## config.mk

```make
export PLATFORM = sky130hd
export DESIGN_NAME = sobel_ctrl
export DESIGN_NICKNAME = d
export VERILOG_FILES = /design/src/design/assert_macros.svh /design/src/design/sobel_pkg.sv /design/src/design/sobel_ctrl.sv
export SDC_FILE = /design/constraint.sdc
export NUM_CORES = 1
export LEC_CHECK = 0
export BUFFER_PORTS_ARGS = -buffer_cell sky130_fd_sc_hd__buf_2
export CORE_AREA = 8 8 45 47
export CTS_BUF_LIST = sky130_fd_sc_hd__clkbuf_4 sky130_fd_sc_hd__clkbuf_8
export CTS_CLUSTER_SIZE = 30
export DETAILED_ROUTE_END_ITERATION = 8
export DIE_AREA = 0 0 53 55
export PLACE_DENSITY = 0.37
export RECOVER_POWER = 50
export SETUP_SLACK_MARGIN = 0.4
export SLEW_MARGIN = 20
export SYNTH_ARGS = -nofsm -noshare
export SYNTH_HDL_FRONTEND = slang
export SYNTH_SLANG_ARGS = --single-unit
```

## constraint.sdc

```tcl
create_clock -name clk -period 1.82 [get_ports clk]
set_input_delay 0.182 -clock clk [delete_from_list [all_inputs] [get_ports clk]]
set_output_delay 0.182 -clock clk [all_outputs]
set_load 0.02 [all_outputs]
```

## src/design/assert_macros.svh

```systemverilog
// assertion helpers shared by the rtl
`ifndef ASSERT_MACROS_SVH
`define ASSERT_MACROS_SVH

`ifndef NO_ASSERTIONS
`define ASSERT_PROP(label, clk_sig, rst_sig, prop) \
    label: assert property (@(posedge clk_sig) disable iff (!rst_sig) prop) \
    else $error("assertion failed");
`define ASSERT_NEVER(label, clk_sig, rst_sig, cond) \
    label: assert property (@(posedge clk_sig) disable iff (!rst_sig) !(cond)) \
    else $error("forbidden condition seen");
`else
`define ASSERT_PROP(label, clk_sig, rst_sig, prop)
`define ASSERT_NEVER(label, clk_sig, rst_sig, cond)
`endif

`endif

```

## src/design/sobel_pkg.sv

```systemverilog
package sobel_pkg;

    localparam int DEF_MAX_LINE_PIXELS = 1024;

    localparam int WIDTH_BITS  = 11;
    localparam int HEIGHT_BITS = 12;
    localparam logic [WIDTH_BITS-1:0]  WIDTH_RESET  = 11'd640;
    localparam logic [HEIGHT_BITS-1:0] HEIGHT_RESET = 12'd480;

    // register index, taken from paddr[2]
    localparam logic REG_WIDTH  = 1'b0;
    localparam logic REG_HEIGHT = 1'b1;

    typedef enum logic [2:0] {
        ST_CLEAR,
        ST_IDLE,
        ST_CALC,
        ST_ENERGY,
        ST_ROOT,
        ST_OUT
    } ctrl_state_t;

    typedef struct packed {
        logic clear;
        logic accept;
        logic calc;
        logic energy;
        logic root_step;
        logic load_out;
    } ctrl_cmd_t;

    typedef struct packed {
        logic clear_done;
        logic has_result;
        logic root_last;
        logic out_free;
    } dp_stat_t;

endpackage

```

## src/design/sobel_ctrl.sv

```systemverilog
module sobel_ctrl
    import sobel_pkg::*;
(
    input  logic        clk,
    input  logic        rst_n,
    input  logic        in_valid,
    output logic        in_ready,
    input  dp_stat_t    stat,
    output ctrl_cmd_t   cmd
);

    ctrl_state_t state_reg;
    ctrl_state_t state_next;

    always_ff @(posedge clk or negedge rst_n)
    begin
        if (!rst_n)
        begin
            state_reg <= ST_CLEAR;
        end
        else
        begin
            state_reg <= state_next;
        end
    end

    always_comb
    begin
        state_next = state_reg;
        unique case (state_reg)
            ST_CLEAR:
            begin
                if (stat.clear_done)
                begin
                    state_next = ST_IDLE;
                end
            end
            ST_IDLE:
            begin
                if (in_valid)
                begin
                    state_next = ST_CALC;
                end
            end
            ST_CALC:
            begin
                state_next = stat.has_result ? ST_ENERGY : ST_IDLE;
            end
            ST_ENERGY:
            begin
                state_next = ST_ROOT;
            end
            ST_ROOT:
            begin
                if (stat.root_last)
                begin
                    state_next = ST_OUT;
                end
            end
            ST_OUT:
            begin
                if (stat.out_free)
                begin
                    state_next = ST_IDLE;
                end
            end
            default:
            begin
                state_next = ST_CLEAR;
            end
        endcase
    end

    always_comb
    begin
        cmd      = '0;
        in_ready = 1'b0;
        unique case (state_reg)
            ST_CLEAR:
            begin
                cmd.clear = 1'b1;
            end
            ST_IDLE:
            begin
                in_ready   = 1'b1;
                cmd.accept = in_valid;
            end
            ST_CALC:
            begin
                cmd.calc = 1'b1;
            end
            ST_ENERGY:
            begin
                cmd.energy = 1'b1;
            end
            ST_ROOT:
            begin
                cmd.root_step = 1'b1;
            end
            ST_OUT:
            begin
                cmd.load_out = stat.out_free;
            end
            default:
            begin
                cmd = '0;
            end
        endcase
    end

endmodule

```

==> results of run 1 <==
[layer usage]
| metal | global-route usage | wire length [um] |
|---|---|---|
| met1 | 0.05963 | 312 |
| met2 | 0.06641 | 238 |
| met3 | 0.008021 | 27 |
| met4 | 0.09052 | 31 |
| met5 | 0 | 0 |
[cells by family after synthesis]
group,share of synthesized area
flops,0.3409
buf+inv,0.09087
simple gates,0.3808
compound gates,0.1875
[synth_stat cells]
library cell	n	area [um^2]
a211oi_2	1	12.51
nand2_1	2	7.510
nor3_1	2	10.01
or2_1	1	6.260
nand2_2	1	6.260
nor3b_1	2	15.01
a21oi_1	1	5.000
dfrtp_1	3	75.07
a21oi_2	1	8.760
buf_2	1	5.000
buf_4	2	15.01
nor2_1	5	18.77
or3_1	1	6.260
nand2b_1	1	6.260
nand3b_1	1	7.510
o21a_1	2	15.01
[power breakdown]
part | total [uW] | switching (uW) | leakage (uW) | internal, uW
Clock | 135 | 37.7 | 0.0000184 | 97.2
Combinational | 264 | 147 | 0.000103 | 116
Sequential | 181 | 81.2 | 0.0000348 | 99.7
Total | 579 | 266 | 0.000156 | 313
[worst max path at each step]
stage,from,to,slack (ns),cells after the start
global route,state_reg[0]$_DFFE_PN0P_,cmd[2],0.30,3
global placement,state_reg[0]$_DFFE_PN0P_,state_reg[0]$_DFFE_PN0P_,0.56,3
CTS,state_reg[1]$_DFFE_PN0P_,cmd[0],0.40,3
finish,state_reg[0]$_DFFE_PN0P_,cmd[4],0.43,3
floorplan,state_reg[0]$_DFFE_PN0P_,cmd[3],0.58,2
detailed placement,state_reg[0]$_DFFE_PN0P_,state_reg[0]$_DFFE_PN0P_,0.57,3
[what timing repair did]
action,CTS,global route
setup endpoints to repair,1,3
endpoints found under the hold margin,3,0
resized for setup,1,2
hold buffers,1,0
[metrics by stage]
| stage | hold slack, ns | utilization | instances | instance area, um^2 |
|---|---|---|---|---|
| 6_report | 0.2809 | 0.2333 | 58 | 322.8 |
| 5_1_grt | 0.2967 | 0.2333 | 58 | 322.8 |
| 4_1_cts | 0.2659 | 0.2360 | 58 | 326.6 |
| 3_5_place_dp | -0.01906 | 0.2061 | 53 | 285.3 |
| 3_3_place_gp | -0.01797 | 0.2061 | 53 | 285.3 |
| 2_1_floorplan | -0.1136 | - | 27 | 220.2 |
[cell type report]
type	count	area share
multi-input cells	21	0.3760
clock buffers	4	0.09302
repair buffers	14	0.2287
well taps	16	0.06202
flip-flops and latches	3	0.2403
[worst register-to-register path: cells and delay by family (launching register included)]
family | cells | cell delay (ns)
simple gates | 1 | 0.39
compound gates | 2 | 0.24
flops | 1 | 0.50
==> summary.md, run 1 <==
| Metric | Value |
|---|---|
| Outcome | `completed` |
| Routability cong. | `about 0.65` |
| Cell variety after synth | `16` |
| Root Driver | `clkbuf_4` |
| R2R Path End | `state_reg[0]$_DFFE_PN0P_` |
| Area grow syn2layout | `46.59%` |
| Buffers on Ports | `13` |
| CP endpoint kind | `primary output` |
| Site Rows | `14` |
| Filler cells | `between 150 and 200` |
| Initial antenna violation count | `0` |
| Multi-input gate area | `~120 um^2` |
| Pwr/cell area | `1795 nW/um^2` |
| Max-cap viol count | `0` |
| TritonCTS buffer count | `3` |
| Leading cell type in the layout, fill and taps excluded | `buf_2` |
| Die footprint | `~3000 um^2` |
| FF+latch count, synth | `3` |
| Post-route minimum period | `1.394 ns` |
| HP Class | `in -> async` |
| Grt total ovfl | `0` |
| Initial Utilization | `0.1591` |
| Post-CTS setup buffer count | `0` |
| Max stage delay on crit path | `~0.54 ns` |
| Vias per inst | `3.897` |
| Layout cell share with drive strength beyond 1 | `0.4762` |
| H-tree depth | `1` |
| Sequential-to-total area share from yosys stat | `0.3409` |
| I/O pin count | `14` |
| TNS Setup | `0 ns` |
| Crit share post-route | `0.7662` |
| CTS tree | `done` |
| Clock Sinks | `3` |
| ANT nets after route | `0` |
| Mapped Cells | `27` |
| Clk_skew | `approximately 0.00055 ns` |
| Cell area after synthesis | `220.2 um^2` |
| Fin. max-slew vios | `0` |
| Register area | `a little under 80 um^2` |
| Number of DRC markers in iteration 0 | `4` |
| Sequence of cells on the critical path | `nand2_2 -> nor3_1 -> buf_2` |
| Max Freq | `717.1 MHz` |
| Count of final setup violators | `0` |
| First-pass GRT wire length | `1.048 mm` |
| Most frequent cells in the layout | `buf_2, nor2_1, clkbuf_4` |
| Clk_lat worst skew | `0.24 ns` |
| Slew @ Worst Pin | `approximately 0.36 ns` |
| Worst path bufs/invs | `1` |
| Antenna fix cells | `0` |
| Crit Path Class | `reg -> out` |
| Max reg flops | `3` |
| Via count | `226` |
| Routed len/inst | `approximately 11 um` |
| Die Y | `55 um` |
| CP max stage cell | `dfrtp_1` |
| GRT Util Overall | `0.05312` |
| DRC viols | `0` |
| Crit path max fanout | `12` |
| RR Startpoint | `state_reg[0]$_DFFE_PN0P_` |
| Vias in the first global route | `between 200 and 250` |
| Fin. Hold Viols | `0` |
| Synthesis Warnings | `0` |
| Post-Place Worst Slack | `0.5739 ns` |
| Largest net degree at the start of global routing | `13` |
| First-pass DRT Iterations | `4` |
| Syn_area_per_cell | `8.156 um^2` |
| Syn Nets | `34` |
| Core area | `1384 um^2` |
| Lkg Pwr | `0.0001565 uW` |
| Startpoint types | `flip-flop` |
| Total routed wirelength | `611 um` |
| Deepest clock path buffer count | `2` |
| CTS clock-pin slew for the worst setup and hold paths | `0.04 ns` |
| Relative slew slack | `0.7616` |
| Setup ws final | `0.4256 ns` |
| Arr. time, crit path | `1.21 ns` |
| R2R setup slack | `0.57 ns` |
| Final #Nets | `50` |
| Power after layout | `579.3 uW` |
| Worst VDD drop | `approximately 0.65 mV` |
| CP delay by family, top | `flip-flops` |
| RSZ-0062 raised after global routing | `no` |
| Critical path data required time | `1.64 ns` |
| R2R depth | `3` |
| Die Wd | `between 50 and 60 um` |
Note: power is estimated with default switching activity, not from simulation.
==> run 2: changes to the inputs <==
clock period = 1.41 ns   (was 1.82 ns; I/O delays follow)
==> run 2 against run 1 <==
Against the previous run: sequential power rose by 10%; clock skew rose by 0.0040 ns; register-to-register slack got worse by 0.39 ns; critical endpoint unchanged; largest power group unchanged.
==> summary.md, run 2 (same netlist as run 1, synthesis figures left out) <==
| Metric | Value |
|---|---|
| Outcome | `completed` |
| Area grow syn2layout | `89.77%` |
| Worst path bufs/invs | `2 (+1)` |
| ANT nets after route | `0 (unchanged)` |
| RSZ-0062 raised after global routing | `yes` |
| Placed Cells | `54 (+1.9%)` |
| Lkg Pwr | `0.0001966 uW (+26%)` |
| Leading cell type in the layout, fill and taps excluded | `buf_4` |
| Pwr/cell area | `2346 nW/um^2 (+31%)` |
| Max stage delay on crit path | `0.43 ns (-0.11 ns)` |
| I/O pin count | `14 (unchanged)` |
| Via count | `257 (+14%)` |
| CP endpoint kind | `primary output` |
| Grt total ovfl | `0 (unchanged)` |
| Largest net degree at the start of global routing | `10 (-3)` |
| Crit share post-route | `0.8903` |
| Clk_lat worst skew | `0.24 ns (about the same)` |
| Max Freq | `approximately 800 MHz` |
| Routability cong. | `0.6277 (-3.9%)` |
| CTS clock-pin slew for the worst setup and hold paths | `0.04 ns (about the same)` |
| Max-cap viol count | `0 (unchanged)` |
| Crit path max fanout | `6 (-6)` |
| First-pass GRT wire length | `1.007 mm (-3.9%)` |
| Clk_skew | `0.004543 ns (+0.003998 ns)` |
| Number of DRC markers in iteration 0 | `5 (+1)` |
| Count of final setup violators | `0 (unchanged)` |
| Arr. time, crit path | `1.11 ns (-0.10 ns)` |
| Buffers on Ports | `13 (unchanged)` |
| Startpoint types | `flip-flop` |
| TNS Setup | `0 ns (unchanged)` |
| Initial Utilization | `0.1591 (unchanged)` |
| Final #Nets | `56 (+12%)` |
| Relative slew slack | `0.8622 (+0.1006)` |
| Deepest clock path buffer count | `2 (unchanged)` |
| Vias per inst | `4.016 (+3.1%)` |
| Total routed wirelength | `698 um (+14%)` |
| Final Non-Filler Cells | `64 (+10%)` |
| Sequence of cells on the critical path | `buf_4 -> nor3_2 -> buf_4` |
| First-pass DRT Iterations | `4 (unchanged)` |
| H-tree depth | `1 (unchanged)` |
| Post-route minimum period | `1.255 ns` |
| GRT Util Overall | `0.05139 (-0.001727)` |
| Die Wd | `53 um (unchanged)` |
| CP max stage cell | `dfrtp_2` |
| DRC viols | `0 (unchanged)` |
| Clock Sinks | `3 (unchanged)` |
| HP Class | `in -> async` |
| Site Rows | `14 (unchanged)` |
| CP delay by family, top | `flip-flops` |
| Root Driver | `clkbuf_4` |
| TritonCTS buffer count | `3 (unchanged)` |
| Crit Path Class | `reg -> out` |
| Hpwl dp | `between 400 and 500 um` |
| Antenna fix cells | `0 (unchanged)` |
| Critical path data required time | `1.27 ns (-0.37 ns)` |
| CTS tree | `done` |
| Worst VDD drop | `0.7354 mV (+13%)` |
| CP dominant cell by count | `buf_4` |
| Max reg flops | `3 (unchanged)` |
| Die Y | `55 um (unchanged)` |
| Routed len/inst | `10.91 um (+3.5%)` |
| Most frequent cells in the layout | `buf_4, buf_2, nor2_1, clkbuf_4, dfrtp_2` |
| Fin. Hold Viols | `0 (unchanged)` |
| Layout cell share with drive strength beyond 1 | `0.6875 (+0.2113)` |
| Initial antenna violation count | `0 (unchanged)` |
| Slew @ Worst Pin | `0.2067 ns (-0.1509 ns)` |
| Core area | `1384 um^2 (unchanged)` |
| Vias in the first global route | `240 (-3.6%)` |
| Fin. max-slew vios | `0 (unchanged)` |
| Die footprint | `2915 um^2 (unchanged)` |
run 2: final cells by class:
| cell class | instances | area (um^2) |
|---|---|---|
| clock buffer | 4 | 30.03 |
| fill | 152 | 965.9 |
| multi-input combinational | 21 | 147.6 |
| sequential | 3 | 78.83 |
| tap | 16 | 20.02 |
| timing repair buffer | 20 | 141.4 |
run 2: worst register-to-register path: stages, from the launching register on:
cell and delay [ns]:
dfrtp_2 0.42, buf_4 0.15, or3_1 0.35, a21oi_2 0.14, a211oi_2 0.05
run 2: power breakdown:
part,internal (uW),leakage [uW],switching [uW]
registers,132,0.0000339,67.6
logic,316,0.000144,291
clock network,125,0.0000184,47.4
run 2: layer usage:
metal  up-vias  share of wire  GRT usage
li1        131              -          -
met1       117           0.38    0.03957
met2         9           0.52    0.08594
met3         0          0.092    0.04813
met4         0              0    0.02586
met5         -              0          0
run 2: path summary, 6_finish.rpt:
| path | startpoint | to | slack (ns) | depth (start not counted) |
|---|---|---|---|---|
| worst max-delay path | state_reg[1]$_DFFE_PN0P_ | cmd[4] | 0.15 | 3 |
| worst min-delay path | rst_n | state_reg[0]$_DFFE_PN0P_ | 0.25 | 2 |
| worst max register to register | state_reg[0]$_DFFE_PN0P_ | state_reg[0]$_DFFE_PN0P_ | 0.18 | 4 |
| worst min register to register | state_reg[2]$_DFFE_PN0P_ | state_reg[1]$_DFFE_PN0P_ | 0.58 | 1 |
| max in group asynchronous | rst_n | state_reg[2]$_DFFE_PN0P_ | 0.98 | 2 |
| min in group clk | stat[2] | state_reg[1]$_DFFE_PN0P_ | 0.25 | 4 |
run 2: metrics by stage:
step	worst slack (ns)	utilization	total power, uW	hold slack (ns)	cell area, um^2
final	0.1547	0.3020	980.3	0.2457	417.9
after global routing	0.1032	0.3020	1063	0.2735	417.9
after global placement	0.2602	0.2260	633.7	-0.05765	312.8
after CTS	0.1435	0.2984	977.0	0.2214	412.9
after detailed placement	0.2259	0.2260	636.5	-0.05757	312.8
after floorplan	0.2855	-	540.1	-0.1546	240.2
run 2: what timing repair did:
item | CTS | global route
endpoints found under the setup margin | 10 | 10
setup buffers | 5 | 0
hold buffers | 1 | 0
pin swaps | 2 | 0
endpoints found under the hold margin | 3 | 0
gates resized for setup | 10 | 3
